### src/rtl/core/rnf_pkg.sv
// Radix number formatter: shared types and constants.
// Used by the alphabet store, the iterative divider and the top level.
`default_nettype none

package rnf_pkg;

  localparam logic [1:0] OP_CLEAR   = 2'd0;
  localparam logic [1:0] OP_APPEND  = 2'd1;
  localparam logic [1:0] OP_CONVERT = 2'd2;

  localparam logic [7:0] SYM_LOW   = 8'd32;
  localparam logic [7:0] SYM_HIGH  = 8'd126;
  localparam logic [7:0] SYM_PLUS  = 8'd43;
  localparam logic [7:0] SYM_MINUS = 8'd45;
  localparam logic [6:0] CHAR_MINUS = 7'd45;

  localparam logic [7:0] MIN_RADIX = 8'd2;

  localparam int NUM_W      = 32;
  localparam int DIV_STEP   = 4;
  localparam int DIV_CYCLES = NUM_W / DIV_STEP;
  localparam int DIV_CNT_W  = $clog2(DIV_CYCLES);

  typedef struct packed {
    logic [1:0]        operation;
    logic [7:0]        symbol;
    logic signed [31:0] number;
  } in_item_t;

  typedef struct packed {
    logic [6:0] character;
    logic       last;
  } out_item_t;

  typedef struct packed {
    logic       clear;
    logic       append;
    logic [7:0] sym;
  } alpha_cmd_t;

  typedef struct packed {
    logic [7:0] count;
    logic       bad;
  } alpha_stat_t;

endpackage

`default_nettype wire

### src/rtl/core/rnf_alphabet.sv
// Radix number formatter: alphabet store with duplicate and range tracking.
// Depends on rnf_pkg for the command and status structs.
`default_nettype none

module rnf_alphabet
  import rnf_pkg::*;
#(
  parameter int MAX_SYMBOLS = 128,
  localparam int ADDR_W = $clog2(MAX_SYMBOLS)
) (
  input  logic              clk,
  input  logic              rst,
  input  alpha_cmd_t        cmd,
  output alpha_stat_t       stat,
  input  logic [ADDR_W-1:0] rd_addr,
  output logic [6:0]        rd_data
);

  localparam logic [7:0] MAX_CNT = 8'(MAX_SYMBOLS);

  logic [6:0]   mem [MAX_SYMBOLS];
  logic [127:0] seen;
  logic [7:0]   count;
  logic         bad;
  logic         full;
  logic         printable;

  assign full      = (count >= MAX_CNT);
  assign printable = (cmd.sym >= SYM_LOW) && (cmd.sym <= SYM_HIGH) &&
                     (cmd.sym != SYM_PLUS) && (cmd.sym != SYM_MINUS);
  assign stat      = '{count: count, bad: bad};

  always_ff @(posedge clk) begin
    if (rst) begin
      count <= '0;
      bad   <= 1'b0;
      seen  <= '0;
    end else if (cmd.clear) begin
      count <= '0;
      bad   <= 1'b0;
      seen  <= '0;
    end else if (cmd.append) begin
      if (full) begin
        bad <= 1'b1;
      end else begin
        if (!printable) begin
          bad <= 1'b1;
        end else begin
          if (seen[cmd.sym[6:0]]) begin
            bad <= 1'b1;
          end
          seen[cmd.sym[6:0]] <= 1'b1;
        end
        count <= count + 8'd1;
      end
    end
  end

  always_ff @(posedge clk) begin
    if (cmd.append && !cmd.clear && !full) begin
      mem[count[ADDR_W-1:0]] <= cmd.sym[6:0];
    end
    rd_data <= mem[rd_addr];
  end

endmodule

`default_nettype wire

### src/rtl/core/rnf_divider.sv
// Radix number formatter: iterative restoring divider, DIV_STEP quotient bits per cycle.
// Depends on rnf_pkg for the step and width constants.
`default_nettype none

module rnf_divider
  import rnf_pkg::*;
(
  input  logic             clk,
  input  logic             rst,
  input  logic             start,
  input  logic [NUM_W-1:0] dividend,
  input  logic [7:0]       radix,
  output logic             busy,
  output logic             done,
  output logic [NUM_W-1:0] quotient,
  output logic [6:0]       remainder
);

  localparam logic [DIV_CNT_W-1:0] CNT_LAST = DIV_CNT_W'(DIV_CYCLES - 1);

  logic [DIV_CNT_W-1:0] cnt;
  logic [7:0]           rad;
  logic [NUM_W-1:0]     quo_next;
  logic [6:0]           rem_next;

  always_comb begin
    logic [7:0]       t;
    logic [NUM_W-1:0] q;
    logic [6:0]       r;
    q = quotient;
    r = remainder;
    for (int i = 0; i < DIV_STEP; i++) begin
      t = {r, q[NUM_W-1]};
      q = {q[NUM_W-2:0], 1'b0};
      if (t >= rad) begin
        r    = 7'(t - rad);
        q[0] = 1'b1;
      end else begin
        r = t[6:0];
      end
    end
    quo_next = q;
    rem_next = r;
  end

  always_ff @(posedge clk) begin
    if (rst) begin
      busy <= 1'b0;
      done <= 1'b0;
      cnt  <= '0;
    end else if (start) begin
      busy      <= 1'b1;
      done      <= 1'b0;
      cnt       <= '0;
      quotient  <= dividend;
      remainder <= '0;
      rad       <= radix;
    end else if (busy) begin
      quotient  <= quo_next;
      remainder <= rem_next;
      cnt       <= cnt + 1'b1;
      if (cnt == CNT_LAST) begin
        busy <= 1'b0;
        done <= 1'b1;
      end
    end else begin
      done <= 1'b0;
    end
  end

endmodule

`default_nettype wire

### src/rtl/core/radix_number_formatter_core.sv
// Radix number formatter top level: sequencer, digit buffer and output register.
// Clear and append transactions go straight to the alphabet store. A convert transaction
// runs the divider for each digit (4 quotient bits per divider cycle), then a lookup
// and store step, then emits the characters, holding each one while the output is stalled.
// Synchronous reset empties the alphabet and idles the sequencer; memories are not swept.
`default_nettype none

module radix_number_formatter_core
  import rnf_pkg::*;
#(
  parameter int MAX_SYMBOLS = 128,
  parameter int DIGIT_DEPTH = 32
) (
  input  logic      clk,
  input  logic      rst,
  input  logic      in_valid,
  output logic      in_ready,
  input  in_item_t  in_data,
  output logic      out_valid,
  input  logic      out_ready,
  output out_item_t out_data
);

  localparam int ADDR_W = $clog2(MAX_SYMBOLS);
  localparam int DW     = $clog2(DIGIT_DEPTH);

  typedef enum logic [2:0] {
    S_IDLE, S_DIV, S_LOOK, S_STORE, S_SIGN, S_READ, S_SEND
  } state_t;

  state_t           state;
  logic             negative;
  logic [DW-1:0]    ndig;
  logic [DW-1:0]    idx;
  logic [6:0]       dbuf [DIGIT_DEPTH];
  logic [6:0]       dbuf_rd;

  alpha_cmd_t       acmd;
  alpha_stat_t      astat;
  logic [6:0]       alpha_rd;

  logic             accept;
  logic             conv_ok;
  logic             div_start;
  logic             div_busy;
  logic             div_done;
  logic [NUM_W-1:0] div_dividend;
  logic [NUM_W-1:0] div_quo;
  logic [6:0]       div_rem;
  logic [NUM_W-1:0] mag_in;
  logic             out_free;
  logic             out_load;

  assign in_ready = (state == S_IDLE);
  assign accept   = in_valid && in_ready;
  assign conv_ok  = !astat.bad && (astat.count >= MIN_RADIX);
  assign out_free = !out_valid || out_ready;
  assign out_load = out_free && ((state == S_SIGN) || (state == S_SEND));
  assign mag_in   = in_data.number[NUM_W-1] ? (NUM_W'(0) - NUM_W'(in_data.number))
                                            : NUM_W'(in_data.number);

  assign acmd = '{clear:  accept && (in_data.operation == OP_CLEAR),
                  append: accept && (in_data.operation == OP_APPEND),
                  sym:    in_data.symbol};

  assign div_start = (accept && (in_data.operation == OP_CONVERT) && conv_ok) ||
                     ((state == S_STORE) && (div_quo != '0));
  assign div_dividend = (state == S_IDLE) ? mag_in : div_quo;

  rnf_alphabet #(
    .MAX_SYMBOLS(MAX_SYMBOLS)
  ) u_alphabet (
    .clk    (clk),
    .rst    (rst),
    .cmd    (acmd),
    .stat   (astat),
    .rd_addr(div_rem[ADDR_W-1:0]),
    .rd_data(alpha_rd)
  );

  rnf_divider u_divider (
    .clk      (clk),
    .rst      (rst),
    .start    (div_start),
    .dividend (div_dividend),
    .radix    (astat.count),
    .busy     (div_busy),
    .done     (div_done),
    .quotient (div_quo),
    .remainder(div_rem)
  );

  always_ff @(posedge clk) begin
    if (state == S_STORE) begin
      dbuf[ndig] <= alpha_rd;
    end
    dbuf_rd <= dbuf[idx];
  end

  always_ff @(posedge clk) begin
    if (rst) begin
      state     <= S_IDLE;
      out_valid <= 1'b0;
      negative  <= 1'b0;
      ndig      <= '0;
      idx       <= '0;
    end else begin
      if (out_valid && out_ready && !out_load) begin
        out_valid <= 1'b0;
      end
      unique case (state)
        S_IDLE: begin
          if (accept && (in_data.operation == OP_CONVERT) && conv_ok) begin
            negative <= in_data.number[NUM_W-1];
            ndig     <= '0;
            state    <= S_DIV;
          end
        end
        S_DIV: begin
          if (div_done) begin
            state <= S_LOOK;
          end
        end
        S_LOOK: begin
          state <= S_STORE;
        end
        S_STORE: begin
          ndig <= ndig + 1'b1;
          idx  <= ndig;
          if (div_quo != '0) begin
            state <= S_DIV;
          end else if (negative) begin
            state <= S_SIGN;
          end else begin
            state <= S_READ;
          end
        end
        S_SIGN: begin
          if (out_free) begin
            out_valid <= 1'b1;
            out_data  <= '{character: CHAR_MINUS, last: 1'b0};
            state     <= S_READ;
          end
        end
        S_READ: begin
          state <= S_SEND;
        end
        S_SEND: begin
          if (out_free) begin
            out_valid <= 1'b1;
            out_data  <= '{character: dbuf_rd, last: (idx == '0)};
            if (idx == '0) begin
              state <= S_IDLE;
            end else begin
              idx   <= idx - 1'b1;
              state <= S_READ;
            end
          end
        end
        default: begin
          state <= S_IDLE;
        end
      endcase
    end
  end

`ifndef SYNTHESIS
  a_div_start_idle: assert property (@(posedge clk) disable iff (rst)
    div_start |-> !div_busy)
    else $error("divider restarted while busy");

  a_bad_convert_no_work: assert property (@(posedge clk) disable iff (rst)
    (accept && (in_data.operation == OP_CONVERT) && !conv_ok) |=> (state == S_IDLE))
    else $error("convert with invalid alphabet started work");

  a_last_ends_item: assert property (@(posedge clk) disable iff (rst)
    ((state == S_SEND) && out_free && (idx == '0))
      |=> ((state == S_IDLE) && out_valid && out_data.last))
    else $error("final character did not close the transaction");
`endif

endmodule

`default_nettype wire
### config.mk
export PLATFORM = sky130hd
export DESIGN_NAME = radix_number_formatter_core
export DESIGN_NICKNAME = d
export VERILOG_FILES = /design/src/rtl/core/rnf_pkg.sv /design/src/rtl/core/rnf_alphabet.sv /design/src/rtl/core/rnf_divider.sv /design/src/rtl/core/radix_number_formatter_core.sv
export SDC_FILE = /design/constraint.sdc
export NUM_CORES = 2
export LEC_CHECK = 0
export ABC_CLOCK_PERIOD_IN_PS = 22400
export BUFFER_PORTS_ARGS = -buffer_cell sky130_fd_sc_hd__buf_2
export CELL_PAD_IN_SITES_DETAIL_PLACEMENT = 1
export CELL_PAD_IN_SITES_GLOBAL_PLACEMENT = 2
export CORE_MARGIN = 3
export CORE_UTILIZATION = 40
export DETAILED_ROUTE_END_ITERATION = 10
export GPL_ROUTABILITY_DRIVEN = 0
export PLACE_DENSITY_LB_ADDON = 0.1
export SYNTH_ARGS = -nofsm -noshare
export SYNTH_HDL_FRONTEND = slang
export SYNTH_SLANG_ARGS = --single-unit
### constraint.sdc
create_clock -name clk -period 22.4 [get_ports clk]
set_input_delay 3.36 -clock clk [delete_from_list [all_inputs] [get_ports clk]]
set_output_delay 3.36 -clock clk [all_outputs]
set_load 0.005 [all_outputs]
# --- Word level (Yosys, flattened, before mapping) ---
# Memory sizes are Yosys's and may differ from the RTL's. A register that Yosys moved wholly into a read port is not among the register bits.
# Index checks and enable logic that the tools add are counted.
word_totals:
  in_bits: 46
  n_memories: 2
  ram_bits: 1120
  rom_bits: 0
  output_inout_bits: 10
  latch_bits: 0
  wordCells: 152
  register_bits: 212
op_classes:
  n_div: 0
  n_mul: 0
  shifts: 0
  n_bitwise: 4
  order_cmp: 10
  reduce_logical: 47
  n_addsub: 9
  mux: 46
  eq_ne: 18
mem_list:
  columns: ["memory", "words", "width", "read_ports", "rd_clocked_by_memory_dff", "wr", "line", "text"]
  rows:
  - ["u_alphabet.mem", 128, 7, 1, 1, 1, "rnf_alphabet.sv:21", "logic [6:0] mem [MAX_SYMBOLS];"]
  - ["dbuf", 32, 7, 1, 1, 1, "radix_number_formatter_core.sv:35", "logic [6:0] dbuf [DIGIT_DEPTH];"]
op_table:
  columns: ["cell", "n"]
  rows:
  - ["$mux 32", 4]
  - ["$or 128x128->128", 1]
  - ["$mux 7", 5]
  - ["$ge 8x8->1", 4]
  - ["$reduce_bool 32->1", 1]
  - ["$sub 1x32->32 const A", 1]
  - ["$sub 7x7->7", 4]
  - ["$pmux 3 s7", 1]
  - ["$mux 1", 20]
  - ["$pmux 5 s2", 2]
  - ["$mux 3", 6]
  - ["$logic_and 1x1->1", 16]
  - ["$mux 8", 2]
  - ["$ne 8x6->1 const B", 2]
  - ["$pmux 8 s2", 1]
  - ["$mux 5", 3]
  - ["$eq 3x3->1 const B", 4]
  - ["$reduce_and 2->1", 6]
  - ["$reduce_and 3->1", 3]
  - ["$add 8x1->8 const B", 1]
  - ["$ge 8x2->1 const B", 1]
  - ["$ge 8x6->1 const B", 1]
  - ["$ge 8x8->1 const B", 1]
  - ["$le 8x7->1 const B", 1]
  - ["other kinds (24)", 43]

# --- Logic depth before layout (Yosys ltp) ---
depth:
  ltp_word: 10
  mapped_depth: 32
  depth_no_buf: 31

# --- Modules after synthesis ---
# Synthesis repeated with hierarchy kept, for this count alone.
unflattened:
  hier_cells: 3018
  area_unflattened_um2: 53827.9
modules_own_cells:
  columns: ["mod", "n_inst", "area_each_um2", "cells_each", "seq_area_each_um2"]
  rows:
  - ["rnf_alphabet", 1, 38984.9, 1901, 29148.0]
  - ["radix_number_formatter_core", 1, 11229.5, 788, 7407.1]
  - ["rnf_divider", 1, 3613.5, 329, 1511.4]

# --- Least setup slack after synthesis ---
# OpenSTA, ideal clock, no wires.
synth_timing:
  path_type: "flip-flop to flip-flop"
  from: "reg u_divider.rad[1]"
  to: "reg u_divider.remainder[2], data pin"
  setup_slack_ps: 15383
  n_path_buf: 1
  period_less_slack_ps: 7017
  arrival_ps: 6761
  path_stages_with_launch: 28
  setup_ps: 256
  t_required_ps: 22144
  cell_sequence: "edfxtp_1 > inv_1 > fa_1 > nand3_1 > a31oi_1 > a211oi_1 > mux2_2 > ha_1 > nand2b_1 > a21oi_1 > a41oi_1 > o21ai_1 > mux2_2 > fa_1 > nor2b_1 > o31ai_1 > a21oi_1 > o21a_1 > clkbuf_1 > mux2_2 > ha_1 > o21a_1 > o31ai_1 > a21oi_1 > o31ai_1 > nor2b_1 > nor4_1 > a31o_2"
synth_via:
  elab_chain_len: 9
  elab_cells_between_ends: 13
  classes_between: "add/sub (4); order compare (4); mux (5)"
synth_lines:
  columns: ["element", "line", "text"]
  rows:
  - ["start, declared", "rnf_divider.sv:22", "logic [7:0] rad;"]
  - ["start signal, assigned", "rnf_divider.sv:57", "rad <= radix;"]
  - ["$sub 7x7->7 or $ge 8x8->1 (tied branches)", "rnf_divider.sv:36, rnf_divider.sv:35", null]
  - ["$mux 7", "rnf_divider.sv:35", "if (t >= rad) begin"]
  - ["$sub 7x7->7 or $ge 8x8->1 (tied branches)", "rnf_divider.sv:36, rnf_divider.sv:35", null]
  - ["$mux 7", "rnf_divider.sv:35", null]
  - ["$ge 8x8->1 or $sub 7x7->7 (tied branches)", "rnf_divider.sv:35, rnf_divider.sv:36", null]
  - ["$mux 7", "rnf_divider.sv:35", null]
  - ["$sub 7x7->7 or $ge 8x8->1 (tied branches)", "rnf_divider.sv:36, rnf_divider.sv:35", null]
  - ["$mux 7 (*)", "rnf_divider.sv:35", null]
  - ["$mux 7 (*)", "rnf_divider.sv:58", "end else if (busy) begin"]
  - ["end signal, assigned", "rnf_divider.sv:60", "remainder <= rem_next;"]
  - ["end, declared", "rnf_divider.sv:16", "output logic [6:0] remainder"]
# Every way passes the cells marked *; elsewhere a longest branch is shown, timed or not. The select of a mux whose other input is x is not followed.
# A chain may end at the register's enable or synchronous reset.

# --- Worst setup path in the final report ---
layout_timing:
  from: "reg u_divider.remainder[2]"
  to: "reg u_divider.remainder[4], data pin"
layout_via:
  elab_chain_len: 9
  elab_cells_between_ends: 13
  classes_between: "add/sub (4); order compare (4); mux (5)"
layout_lines:
  columns: ["element", "line"]
  rows:
  - ["$sub 7x7->7 or $ge 8x8->1 (tied branches)", "rnf_divider.sv:36, rnf_divider.sv:35"]
  - ["$mux 7 (*)", "rnf_divider.sv:35"]
  - ["$sub 7x7->7 or $ge 8x8->1 (tied branches)", "rnf_divider.sv:36, rnf_divider.sv:35"]
  - ["$mux 7 (*)", "rnf_divider.sv:35"]
  - ["$ge 8x8->1 or $sub 7x7->7 (tied branches)", "rnf_divider.sv:35, rnf_divider.sv:36"]
  - ["$mux 7 (*)", "rnf_divider.sv:35"]
  - ["$sub 7x7->7 or $ge 8x8->1 (tied branches)", "rnf_divider.sv:36, rnf_divider.sv:35"]
  - ["$mux 7 (*)", "rnf_divider.sv:35"]
  - ["$mux 7 (*)", "rnf_divider.sv:58"]
# Marked as above.

==> impl_metrics.toml <==
[grt]
grt_pass1_vias = 29895
antenna_found_initial = 2
overflow = 0
grt_max_degree = 111
track_usage = 0.205
grt_pass1_wl_mm = 206

[clocking]
h-tree-depth = 4
clockBufferDepth = 3
cts_buffers = 143
cts_tree = "yes"
post_cts_buffers = 0
path_clk_slew_ps = 60
clock_latency_ps = 780
cts_root_buf = "clkbuf_16"
clkSinkCount = 1314
cts_resized = 0
cts_hold_buf = 0

[yosys]
ys_types = 68
synth.most_common_cell = "edfxtp_1"
synth-warning-count = 0
syn_nets = 3086
synth_area_leader_cell = "edfxtp_1"
synth_edf_count = 1175
synthFlopType = "edfxtp_1"
netlist_area_um2 = 53100
syn-instance-count = 2994
synth_top_area_frac = 0.664
ys_ff_latch = 1314
synthArstFlopShare = 0
yosysSeqAreaShare = 0.716
avgSynthCellArea_um2 = 17.7
netlist_top_cells_area = "edfxtp_1 (66%), mux4_2 (14%), dfxtp_1 (5.2%), nor2_1 (2.4%), a21oi_1 (1.1%)"
ys_top_cells_by_count = "edfxtp_1 (1175), nor2_1 (333), mux4_2 (332)"

[floorplan]
die_y_um = 370
num_rows = 133
core_area_um2 = 132000
die_area_um2 = 137000
dieWidth_um = 370
io-pin-count = 56
initial_core_util = 0.404

[power]
p_per_area_nw_per_um2 = 85.6
ir_drop_uv = 74.1
p_leak_nw = 18.9

[worst_setup_path]
cpPeakStageDelay_ps = 680
worstSetupEndpointType = "flop"
regToRegSetupSlack_ps = 13770
r2r-end = "u_divider.remainder[4]"
cp.required_ps = 22980
r2r_cells = 26
worst-setup-path-type = "flop to flop"
cp.arrival_ps = 9220
crit_family = "compound AO/OA/AOI/OAI gates"
crit_fanout = 32
crit_buf_inv = 1
r2r-start = "u_divider.remainder[2]"
cp-start-kind = "flop"
critPathSlowestCell = "o21ai_1"

[routing]
viasPerCell = 5.60
wl_per_cell_um = 28.2
via_count = 27674
drc = 0
drt_iter0_drc = 2209
firstDrtPassIters = 5
routed_wl_mm = 139
ant_nets = 0

[timing]
post-route-period-util = 0.385
setup_slack_ps = 13770
setup_tns_ps = 0
tightestPinTransition_ps = 1310
fin_skew_ps = 39.5
fmax_mhz = 116
slew_headroom = 0.118
slew_viol_final = 0
period_needed_ps = 8630
setup_violations = 0
rsz0062_at_grt = "false"
finalHoldViolations = 0

[placed_design]
place_inst = 4683
dp_slack_ps = 13770
dp_hpwl_mm = 87.1
port_buffers = 55

[min_path]
hp-class = "flop to flop"
hold_depth = 1
worstHoldStart = "u_alphabet.seen[45]"
worstHoldEndpoint = "u_alphabet.seen[45]"

[finish]
syn2layout_area_growth_pct = 13.1
post-route-util = 0.456
fillers = 12359
drive_above_1_share = 0.215
nets = 3165
fin_cells = 4943
n_antenna_cell = 0

[run_status]
status = "completed"

[job]
maxCapViolCount = 0
[layout make-up]
type                       instances  area [µm²]  area share
tap                             1755        2200      0.0365
multi-input combinational       1476       14300       0.238
timing repair buffer             100         663      0.0110
sequential                      1314       38100       0.634
inverter                          38         143     0.00237
clock buffer                     175        3770      0.0627
clock inverter                    85         916      0.0152
[state kept, by name, indices dropped and copies added (netlist names)]
name                 count
u_alphabet.seen         96
state                    3
negative                 1
u_alphabet.bad           1
u_divider.done           1
u_divider.quotient      32
u_divider.cnt            3
u_alphabet.mem         896
u_alphabet.count         8
out_data                 8
dbuf                   224
u_alphabet.rd_data       7
idx                      5
out_valid                1
u_divider.remainder      7
u_divider.busy           1
dbuf_rd                  7
u_divider.rad            8
ndig                     5
[layout by cell type, fill, tap and decap left out, types with 7 or more instances in the layout]
cell type / n
buf_2: 48
nand2_1: 108
edfxtp_1: 1175
nor2_1: 332
a311oi_1: 8
a21oi_1: 115
mux2i_1: 57
inv_1: 37
a221oi_1: 26
nand4_1: 13
mux4_2: 332
xor2_1: 33
clkinv_1: 31
clkbuf_16: 143
clkbuf_8: 7
a31oi_1: 8
or3_1: 7
bufinv_16: 13
clkbuf_1: 25
o22ai_1: 14
and3_1: 10
nor2b_1: 19
and2_1: 12
clkinv_2: 19
nand2b_1: 18
nor3_1: 29
o21ai_0: 87
ha_1: 42
o31ai_1: 11
nand3b_1: 7
nand3_1: 17
dfxtp_1: 137
nor4_1: 15
xnor2_1: 15
mux2_2: 18
buf_4: 48
a22oi_1: 36
[worst register-to-register path, delay by kind of cell (launching register included)]
kind / cells / cell delay [ps]
muxes: 3 / 1180
AOI/OAI and AO/OA: 13 / 4220
and+or+nand+nor: 5 / 790
adders and majority gates: 4 / 1400
buffers and inverters: 1 / 520
DFF: 1 / 320
[layer usage]
layer | track usage | up-vias | routed length [µm]
li1 | - | 12153 | -
met1 | 0.276 | 14802 | 61400
met2 | 0.351 | 521 | 70300
met3 | 0.0296 | 198 | 4550
met4 | 0.0530 | 0 | 3000
met5 | 0 | - | 0
[stage by stage]
step                hold slack (ps)  total power, mW  area [µm²]
floorplan                       406             2.77       53100
global placement                434             2.84       55400
detailed placement              442             2.85       55400
CTS                             460             5.20       60100
global route                    472             5.31       60100
finish                          456             5.14       60100
[logic make-up (layout without fill, tap and decap cells)]
family                   Yosys count  after routing  synth area share
AND/OR/NAND/NOR                  619            619            0.0520
XOR/XNOR                          48             48           0.00791
multiplexers                     407            407             0.155
buffers and inverters            204            398            0.0147
adder cells (fa/ha/maj)           46             46            0.0114
AO/OA/AOI/OAI                    356            356            0.0422
flip-flops                      1314           1314             0.716
[how the worst max path moves through the flow]
| stage | start | to | slack [ps] | cells past startpoint |
|---|---|---|---|---|
| 2_1_floorplan | u_divider.rad[1] | u_divider.remainder[2] | 15380 | 27 |
| 3_3_place_gp | u_divider.remainder[2] | u_divider.remainder[2] | 13980 | 26 |
| 3_5_place_dp | u_divider.remainder[2] | u_divider.quotient[0] | 13770 | 26 |
| 4_1_cts | u_divider.remainder[2] | u_divider.remainder[5] | 13700 | 26 |
| 5_1_grt | u_divider.remainder[2] | u_divider.remainder[5] | 12920 | 26 |
| 6_report | u_divider.remainder[2] | u_divider.remainder[4] | 13770 | 26 |
[where the power goes]
group	internal, mW	switching [mW]	total (mW)	leakage [nW]
registers	2.66	0.00218	2.67	11.7
logic	0.0319	0.0928	0.125	4.97
clock network	1.36	0.994	2.35	2.27
total	4.06	1.09	5.14	18.9
No activity file was read; power rests on OpenSTA's default activity.
